===== src/utd_pkg.sv =====
// Shared types and constants of the UTF-8 to UTF-16 decoder.
// No dependencies; imported by every module of the block.
`timescale 1ns / 1ps
`default_nettype none

package utd_pkg;

    typedef enum logic [2:0] {
        ERR_OK    = 3'd0,
        ERR_LEAD  = 3'd1,
        ERR_RANGE = 3'd2,
        ERR_CONT  = 3'd3,
        ERR_TRUNC = 3'd4
    } t_err;

    // One queue entry: one result, or a surrogate pair (two results).
    typedef struct packed {
        logic [15:0] unit_hi;
        logic [15:0] unit_lo;
        logic        pair;
        logic        present;
        t_err        err;
        logic        last;
    } t_entry;

    typedef struct packed {
        logic full;
        logic empty;
    } t_q_stat;

    localparam int QDEPTH = 4;
    localparam int QPTR_W = $clog2(QDEPTH);

    localparam logic [7:0]  LEAD_E0   = 8'hE0;
    localparam logic [7:0]  LEAD_ED   = 8'hED;
    localparam logic [7:0]  LEAD_F0   = 8'hF0;
    localparam logic [7:0]  LEAD_F4   = 8'hF4;
    localparam logic [7:0]  E0_MIN    = 8'hA0;
    localparam logic [7:0]  CONT_MAX  = 8'hBF;
    localparam logic [7:0]  ED_MAX    = 8'h9F;
    localparam logic [7:0]  F0_MIN    = 8'h90;
    localparam logic [7:0]  F4_MAX    = 8'h8F;
    localparam logic [9:0]  SURR_TAG  = 10'h01B;   // 0xD800 >> 11
    localparam logic [20:0] SUPP_BASE = 21'h10000;
    localparam logic [5:0]  HI_SURR   = 6'b110110;
    localparam logic [5:0]  LO_SURR   = 6'b110111;

endpackage

`default_nettype wire


===== src/utd_front.sv =====
// Front end: accepts UTF-8 bytes, validates them and assembles code points.
// Pushes finished results into the queue. Depends on utd_pkg.
`timescale 1ns / 1ps
`default_nettype none

module utd_front (
    input  wire logic            i_clk,
    input  wire logic            i_rst_n,
    input  wire logic            i_valid,
    input  wire logic [7:0]      i_data_byte,
    input  wire logic            i_string_end,
    input  wire logic            i_full,
    output utd_pkg::t_entry      o_entry,
    output logic                 o_push
);
    import utd_pkg::*;

    logic [1:0]  r_pend,    n_pend;
    logic [7:0]  r_lead,    n_lead;
    logic        r_seen,    n_seen;
    logic [20:0] r_acc,     n_acc;
    logic        r_discard, n_discard;

    logic        accept;
    logic        bad2;
    logic [1:0]  npend;
    logic [20:0] acc2;
    logic [20:0] supp;
    t_entry      entry;
    logic        push;

    assign accept = i_valid && !i_full;

    always_comb begin
        n_pend    = r_pend;
        n_lead    = r_lead;
        n_seen    = r_seen;
        n_acc     = r_acc;
        n_discard = r_discard;
        push      = 1'b0;
        entry     = '{unit_hi: 16'd0, unit_lo: 16'd0, pair: 1'b0, present: 1'b0,
                      err: ERR_OK, last: 1'b1};
        bad2      = 1'b0;
        npend     = r_pend - 2'd1;
        acc2      = r_acc;
        supp      = '0;

        if (r_discard) begin
            if (i_string_end) begin
                n_discard = 1'b0;
                n_pend    = '0;
                n_lead    = '0;
                n_seen    = 1'b0;
                n_acc     = '0;
            end
        end else if (r_pend == 2'd0) begin
            if (i_data_byte == 8'd0) begin
                // zero byte ends the string early
                push      = 1'b1;
                n_discard = !i_string_end;
            end else if (!i_data_byte[7]) begin
                push          = 1'b1;
                entry.unit_hi = {8'd0, i_data_byte};
                entry.present = 1'b1;
                entry.last    = i_string_end;
            end else begin
                n_lead = i_data_byte;
                n_seen = 1'b0;
                case (i_data_byte) inside
                    [8'hC2:8'hDF]: begin
                        n_acc  = {10'd0, i_data_byte[4:0], 6'd0};
                        n_pend = 2'd1;
                    end
                    [8'hE0:8'hEF]: begin
                        n_acc  = {5'd0, i_data_byte[3:0], 12'd0};
                        n_pend = 2'd2;
                    end
                    [8'hF0:8'hF4]: begin
                        n_acc  = {i_data_byte[2:0], 18'd0};
                        n_pend = 2'd3;
                    end
                    default: begin
                        push      = 1'b1;
                        entry.err = ERR_LEAD;
                    end
                endcase
                if (push || i_string_end) begin
                    if (!push) begin
                        push      = 1'b1;
                        entry.err = ERR_TRUNC;
                    end
                    n_pend    = '0;
                    n_lead    = '0;
                    n_acc     = '0;
                    n_discard = !i_string_end;
                end
            end
        end else begin
            if (!r_seen) begin
                bad2 = ((r_lead == LEAD_E0) && (i_data_byte < E0_MIN || i_data_byte > CONT_MAX))
                    || ((r_lead == LEAD_ED) && (i_data_byte > ED_MAX))
                    || ((r_lead == LEAD_F0) && (i_data_byte < F0_MIN || i_data_byte > CONT_MAX))
                    || ((r_lead == LEAD_F4) && (i_data_byte > F4_MAX));
            end
            case (npend)
                2'd2:    acc2 = r_acc | {3'd0, i_data_byte[5:0], 12'd0};
                2'd1:    acc2 = r_acc | {9'd0, i_data_byte[5:0], 6'd0};
                default: acc2 = r_acc | {15'd0, i_data_byte[5:0]};
            endcase
            supp = acc2 - SUPP_BASE;

            if (bad2) begin
                push      = 1'b1;
                entry.err = ERR_RANGE;
            end else if (i_data_byte[7:6] != 2'b10) begin
                push      = 1'b1;
                entry.err = ERR_CONT;
            end else if (npend != 2'd0) begin
                if (i_string_end) begin
                    push      = 1'b1;
                    entry.err = ERR_TRUNC;
                end else begin
                    n_pend = npend;
                    n_acc  = acc2;
                    n_seen = 1'b1;
                end
            end else if (acc2[20:11] == SURR_TAG) begin
                push      = 1'b1;
                entry.err = ERR_RANGE;
            end else if (acc2[20:16] != 5'd0) begin
                push          = 1'b1;
                entry.pair    = 1'b1;
                entry.present = 1'b1;
                entry.unit_hi = {HI_SURR, supp[19:10]};
                entry.unit_lo = {LO_SURR, supp[9:0]};
                entry.last    = i_string_end;
            end else begin
                push          = 1'b1;
                entry.present = 1'b1;
                entry.unit_hi = acc2[15:0];
                entry.last    = i_string_end;
            end

            // any result ends the current sequence
            if (push) begin
                n_pend = '0;
                n_lead = '0;
                n_seen = 1'b0;
                n_acc  = '0;
                if (entry.err != ERR_OK) begin
                    n_discard = !i_string_end;
                end
            end
        end
    end

    always_ff @(posedge i_clk) begin
        if (!i_rst_n) begin
            r_pend    <= '0;
            r_lead    <= '0;
            r_seen    <= 1'b0;
            r_acc     <= '0;
            r_discard <= 1'b0;
        end else if (accept) begin
            r_pend    <= n_pend;
            r_lead    <= n_lead;
            r_seen    <= n_seen;
            r_acc     <= n_acc;
            r_discard <= n_discard;
        end
    end

    assign o_entry = entry;
    assign o_push  = accept && push;

endmodule

`default_nettype wire


===== src/utd_fifo.sv =====
// Short result queue between the decoder front end and the output stage.
// Register-based circular buffer. Depends on utd_pkg.
`timescale 1ns / 1ps
`default_nettype none

module utd_fifo (
    input  wire logic            i_clk,
    input  wire logic            i_rst_n,
    input  wire logic            i_push,
    input  utd_pkg::t_entry      i_entry,
    input  wire logic            i_pop,
    output utd_pkg::t_entry      o_entry,
    output utd_pkg::t_q_stat     o_stat
);
    import utd_pkg::*;

    t_entry              r_mem [QDEPTH];
    logic [QPTR_W-1:0]   r_wr_ptr, r_rd_ptr;
    logic [QPTR_W:0]     r_count,  n_count;

    always_comb begin
        n_count = r_count;
        if (i_push && !i_pop) begin
            n_count = r_count + 1'b1;
        end else if (!i_push && i_pop) begin
            n_count = r_count - 1'b1;
        end
    end

    always_ff @(posedge i_clk) begin
        if (!i_rst_n) begin
            r_wr_ptr <= '0;
            r_rd_ptr <= '0;
            r_count  <= '0;
        end else begin
            if (i_push) begin
                r_wr_ptr <= r_wr_ptr + 1'b1;
            end
            if (i_pop) begin
                r_rd_ptr <= r_rd_ptr + 1'b1;
            end
            r_count <= n_count;
        end
    end

    always_ff @(posedge i_clk) begin
        if (i_push) begin
            r_mem[r_wr_ptr] <= i_entry;
        end
    end

    assign o_entry      = r_mem[r_rd_ptr];
    assign o_stat.full  = (r_count == (QPTR_W+1)'(QDEPTH));
    assign o_stat.empty = (r_count == '0);

endmodule

`default_nettype wire


===== src/utd_back.sv =====
// Output stage: pops queue entries and drives the result register.
// A surrogate pair is sent as two results, high surrogate first. Depends on utd_pkg.
`timescale 1ns / 1ps
`default_nettype none

module utd_back (
    input  wire logic            i_clk,
    input  wire logic            i_rst_n,
    input  utd_pkg::t_entry      i_entry,
    input  utd_pkg::t_q_stat     i_stat,
    output logic                 o_pop,
    input  wire logic            i_stall,
    output logic                 o_valid,
    output logic [15:0]          o_code_unit,
    output logic                 o_unit_present,
    output logic [2:0]           o_error_kind,
    output logic                 o_last_of_string
);
    import utd_pkg::*;

    logic        r_valid;
    logic        r_half;        // low surrogate still to send
    logic [15:0] r_lo_unit;
    logic        r_lo_last;
    logic [15:0] r_unit;
    logic        r_present;
    t_err        r_err;
    logic        r_last;
    logic        load;

    assign load  = !r_valid || !i_stall;
    assign o_pop = load && !r_half && !i_stat.empty;

    always_ff @(posedge i_clk) begin
        if (!i_rst_n) begin
            r_valid <= 1'b0;
            r_half  <= 1'b0;
        end else if (load) begin
            if (r_half) begin
                r_valid <= 1'b1;
                r_half  <= 1'b0;
            end else if (!i_stat.empty) begin
                r_valid <= 1'b1;
                r_half  <= i_entry.pair;
            end else begin
                r_valid <= 1'b0;
            end
        end
    end

    always_ff @(posedge i_clk) begin
        if (load) begin
            if (r_half) begin
                r_unit    <= r_lo_unit;
                r_present <= 1'b1;
                r_err     <= ERR_OK;
                r_last    <= r_lo_last;
            end else if (!i_stat.empty) begin
                r_unit    <= i_entry.unit_hi;
                r_present <= i_entry.present;
                r_err     <= i_entry.err;
                r_last    <= i_entry.last && !i_entry.pair;
                r_lo_unit <= i_entry.unit_lo;
                r_lo_last <= i_entry.last;
            end
        end
    end

    assign o_valid          = r_valid;
    assign o_code_unit      = r_unit;
    assign o_unit_present   = r_present;
    assign o_error_kind     = r_err;
    assign o_last_of_string = r_last;

endmodule

`default_nettype wire


===== src/utf8_to_utf16_decoder_top.sv =====
// UTF-8 to UTF-16 decoder, top level.
// Input channel: one UTF-8 byte per item (i_data_byte, i_string_end), taken
// when i_valid is high and o_stall is low.
// Output channel: one UTF-16 result per item (o_code_unit, o_unit_present,
// o_error_kind, o_last_of_string), taken when o_valid is high and i_stall low.
// Throughput: one byte per cycle while o_stall is low. A four-byte character yields
// a surrogate pair, which is sent on the output as two results.
// A result is written to the queue at the edge that accepts the byte completing
// it, and is loaded from there into the output register when that register is free.
// A 4-entry queue between front end and output stage absorbs surrogate pairs
// and short output stalls; o_stall rises only when that queue is full.
// While i_stall is high the output register holds its result unchanged.
// An error gives one result with last_of_string set and the rest of the
// string is dropped up to the byte marked string_end.
// Synchronous active-low reset empties the queue and clears decoder state;
// no clearing pass is needed, the block accepts bytes right after reset.
// Depends on utd_pkg, utd_front, utd_fifo and utd_back.
`timescale 1ns / 1ps
`default_nettype none

module utf8_to_utf16_decoder_top (
    input  wire logic        i_clk,
    input  wire logic        i_rst_n,
    input  wire logic        i_valid,
    output logic             o_stall,
    input  wire logic [7:0]  i_data_byte,
    input  wire logic        i_string_end,
    output logic             o_valid,
    input  wire logic        i_stall,
    output logic [15:0]      o_code_unit,
    output logic             o_unit_present,
    output logic [2:0]       o_error_kind,
    output logic             o_last_of_string
);
    import utd_pkg::*;

    t_entry  push_entry;
    t_entry  head_entry;
    t_q_stat q_stat;
    logic    push;
    logic    pop;

    utd_front u_front (
        .i_clk        (i_clk),
        .i_rst_n      (i_rst_n),
        .i_valid      (i_valid),
        .i_data_byte  (i_data_byte),
        .i_string_end (i_string_end),
        .i_full       (q_stat.full),
        .o_entry      (push_entry),
        .o_push       (push)
    );

    utd_fifo u_fifo (
        .i_clk   (i_clk),
        .i_rst_n (i_rst_n),
        .i_push  (push),
        .i_entry (push_entry),
        .i_pop   (pop),
        .o_entry (head_entry),
        .o_stat  (q_stat)
    );

    utd_back u_back (
        .i_clk            (i_clk),
        .i_rst_n          (i_rst_n),
        .i_entry          (head_entry),
        .i_stat           (q_stat),
        .o_pop            (pop),
        .i_stall          (i_stall),
        .o_valid          (o_valid),
        .o_code_unit      (o_code_unit),
        .o_unit_present   (o_unit_present),
        .o_error_kind     (o_error_kind),
        .o_last_of_string (o_last_of_string)
    );

    assign o_stall = q_stat.full;

endmodule

`default_nettype wire


===== config.mk =====
export PLATFORM = sky130hd
export DESIGN_NAME = utf8_to_utf16_decoder_top
export DESIGN_NICKNAME = d
export VERILOG_FILES = /design/src/utd_pkg.sv /design/src/utd_front.sv /design/src/utd_fifo.sv /design/src/utd_back.sv /design/src/utf8_to_utf16_decoder_top.sv
export SDC_FILE = /design/constraint.sdc
export NUM_CORES = 1
export LEC_CHECK = 0
export BUFFER_PORTS_ARGS = -buffer_cell sky130_fd_sc_hd__buf_2
export CAP_MARGIN = 15
export CELL_PAD_IN_SITES_DETAIL_PLACEMENT = 1
export CELL_PAD_IN_SITES_GLOBAL_PLACEMENT = 2
export CORE_MARGIN = 10
export CORE_UTILIZATION = 48
export CTS_CLUSTER_SIZE = 25
export DETAILED_ROUTE_END_ITERATION = 16
export PLACE_DENSITY_LB_ADDON = 0.1
export SYNTH_ARGS = -nofsm -noshare
export SYNTH_HDL_FRONTEND = slang
export SYNTH_SLANG_ARGS = --single-unit
export TNS_END_PERCENT = 50

===== constraint.sdc =====
create_clock -name i_clk -period 9.3 [get_ports i_clk]
set_clock_uncertainty 0.15 [all_clocks]
set_input_delay 1.395 -clock i_clk [delete_from_list [all_inputs] [get_ports i_clk]]
set_output_delay 1.395 -clock i_clk [all_outputs]
set_load 0.01 [all_outputs]

==> summary.txt <==
Yosys
  • Yosys warns: 0
  • Synth unique cells: 67
  • Top cells by area, synth: edfxtp_1 (55%), dfxtp_1 (10%), mux4_2 (8.2%)
  • Cells after Synth: 611
  • Synth top area share: 0.5518
  • Asr flop ratio synth: 0
  • Ys flop type: edfxtp_1
  • Post-synth top cells: edfxtp_1 (161), nor2_1 (47), dfxtp_1 (44)
  • Mapped Area: 8761 um2
  • Syn Area/Cell: 14.34 um2
  • Sequential fraction of the synthesis area: 0.6524
  • Area leader, netlist: edfxtp_1
  • Number of flops mapped to enable cells by yosys: approximately 160
  • Seq cells post-synth: about 210
  • Synth Net Count: 636
  • Count leader, synth: edfxtp_1

Pwr
  • Power Density: 262.6 nW/um2
  • Max IR drop VDD: 0.1667 mV
  • Final Power: 2578 uW
  • Leakage power total: between 0.003 and 0.004 uW

Worst setup path
  • Crit path capture: u_fifo.r_count[2]$_SDFFE_PN0P_
  • R2r setup slk: 5.90 ns
  • Crit path launch: i_data_byte[5]
  • Worst endpoint data arrival time: 4.44 ns
  • Worst Setup End Kind: flip-flop
  • Reg2reg end: u_fifo.r_count[2]$_SDFFE_PN0P_
  • Crit Path Max Fanout: 17
  • Worst path required time: roughly 9.6 ns
  • Startpoint class of the critical path: input pin
  • R2R cell count: 11
  • Crit Path Class: input pin to flip-flop
  • Critical R2R Launch: u_front.r_pend[0]$_SDFFE_PN0P_

Floorplanning
  • Starting density of the core: 0.4877
  • DIE WIDTH: 155.1 um
  • Die area: 24060 um2
  • I/O pins: 36
  • Core area: 17960 um2
  • Die height: 155.1 um
  • FP Rows: 49

Clocking
  • Clk_lat worst skew: 0.50 ns
  • TritonCTS clock tree: done
  • CTS Buf Count: 22
  • Postcts setup bufs: 0
  • H-Tree Depth: 1
  • Clk sink count: about 210
  • Longest Clk Path Bufs: 3
  • Root Buffer: clkbuf_16
  • Clock Pin Slew Worst Setup and Hold Paths: around 0.060 ns
  • CTS Hold Buffers Added: 0
  • Post-cts repair resize count: 0

Timing
  • Worst Tran Pin Value: roughly 0.76 ns
  • Slew headroom: 0.4887
  • Final Critical Period: 4.171 ns
  • Final hold slack: 0.3003 ns
  • Fmax: ~240 MHz
  • Hold Fails Final Rpt: 0
  • Sum Neg Setup Slack: 0 ns
  • Setup violations, final: 0
  • Period utilisation layout: 0.4485
  • Unrepaired setup endpoints after global routing: false
  • Fin. max-slew vios: 0

Detailed routing
  • Via density: 5.814
  • DRT Wirelength: 20.59 mm
  • DR iter-0 viols: 377
  • Wire length per cell: 23.18 um
  • Detailed-route via count: 5163
  • DRT Pass-1 Iters: 4
  • Antenna Nets Post-Route: 0
  • DRC Markers: 0

Placed design
  • Placed cell count: approximately 850
  • Port Buffer Count: 35
  • Gpl congestion: roughly 0.84
  • DP HPWL: 13.96 mm

Global route
  • Number of global-route vias before repair: 5613
  • Gr usage total: 0.1726
  • Total grt overflow: 0
  • Largest net degree at the start of global routing: 40
  • Initial antenna violation count: 0
  • Global-route wire length before repair: between 30 and 40 mm

Run
  • Max_cap viols: 0

Finish
  • Fin nets: 668
  • Antenna cells: 0
  • Proportion of layout cells with a drive suffix above 1: 0.2109
  • Non-Filler Instances: 888
  • Layout area overhead: 12.05%
  • Post-Route Utilization: 0.5465
  • Fillers: 1758

Run status
  • Outcome: complete, no violations

Hold path
  • Hold path depth: 2
  • Hold/Removal Path Class: flip-flop to flip-flop
## area by class of cell
class,count,area (um2),area share
clock inverters,13,88.84,0.009049
flip-flops and latches,205,5717,0.5823
well taps,229,286.5,0.02919
repair buffers,47,272.8,0.02778
inverters,26,97.59,0.009941
clock buffers,27,590.6,0.06016
multi-input cells,341,2764,0.2815
## layout by cell type, fill, tap and decap left out, drive strengths merged, types with 6 or more instances in the layout
master / count
a211oi: 7
a21oi: 38
buf: 47
clkbuf: 27
clkinv: 12
dfxtp: 44
edfxtp: 161
ha: 11
inv: 26
mux2: 10
mux4: 32
nand2: 37
nand3: 7
nor2: 47
nor2b: 7
nor3: 20
nor3b: 7
nor4: 8
o21ai: 20
o22ai: 6
o2bb2ai: 9
## kinds of logic after synthesis
family,count (synthesis),synth area share
adders and majority gates,12,0.01799
xor gates and xnor gates,6,0.005998
and+or+nand+nor,165,0.1020
DFF,205,0.6524
muxes,45,0.09854
AOI/OAI and AO/OA,113,0.08898
buffers and inverters,65,0.03413
## worst max-delay path: stages
cell	delay [ns]
buf_2	0.31
o211ai_2	0.13
or3b_4	0.42
a21o_4	0.29
a211oi_4	0.51
ha_1	0.28
inv_1	0.07
fa_1	0.38
xor2_1	0.18
or3_1	0.30
a21boi_0	0.18
## metal layers
| layer | track usage | wire [um] | vias to the layer above | share of wire |
|---|---|---|---|---|
| met5 | 0 | 0 | - | 0 |
| met4 | 0.06568 | 625 | 0 | 0.030 |
| met3 | 0.02509 | 867 | 32 | 0.042 |
| met2 | 0.2889 | 10220 | 112 | 0.50 |
| met1 | 0.2223 | 8869 | 2609 | 0.43 |
| li1 | - | - | 2410 | - |
## power breakdown
| part | switching, uW | leakage, uW | internal (uW) |
|---|---|---|---|
| logic | 318 | 0.00114 | 222 |
| registers | 45.3 | 0.00198 | 1170 |
| clock network | 340 | 0.000340 | 479 |
## worst min-delay path by stage
stage / start / end
after floorplan: u_front.r_lead[7]$_SDFFE_PN0P_ / u_front.r_lead[7]$_SDFFE_PN0P_
after global placement: u_front.r_lead[6]$_SDFFE_PN0P_ / u_front.r_lead[6]$_SDFFE_PN0P_
after detailed placement: u_front.r_lead[6]$_SDFFE_PN0P_ / u_front.r_lead[6]$_SDFFE_PN0P_
after CTS: u_front.r_lead[6]$_SDFFE_PN0P_ / u_front.r_lead[6]$_SDFFE_PN0P_
after global routing: u_front.r_lead[7]$_SDFFE_PN0P_ / u_front.r_lead[7]$_SDFFE_PN0P_
final: u_front.r_lead[7]$_SDFFE_PN0P_ / u_front.r_lead[7]$_SDFFE_PN0P_
## stage by stage
step / instance area (um2) / setup WS [ns]
5_1_grt: 9817 / 5.050
3_3_place_gp: 9123 / 4.755
2_1_floorplan: 8761 / 5.267
6_report: 9817 / 5.129
3_5_place_dp: 9123 / 4.658
4_1_cts: 9802 / 5.162
## flip-flops by register name, summed over array words and instances, names as in the netlist, 3 cells and up, named ones only
name / count
u_fifo.r_mem: 128
u_front.r_acc: 21
u_back.o_code_unit: 16
u_back.r_lo_unit: 11
u_front.r_lead: 8
u_back.o_error_kind: 3
u_fifo.r_count: 3
Note: power is estimated with default switching activity, not from simulation.
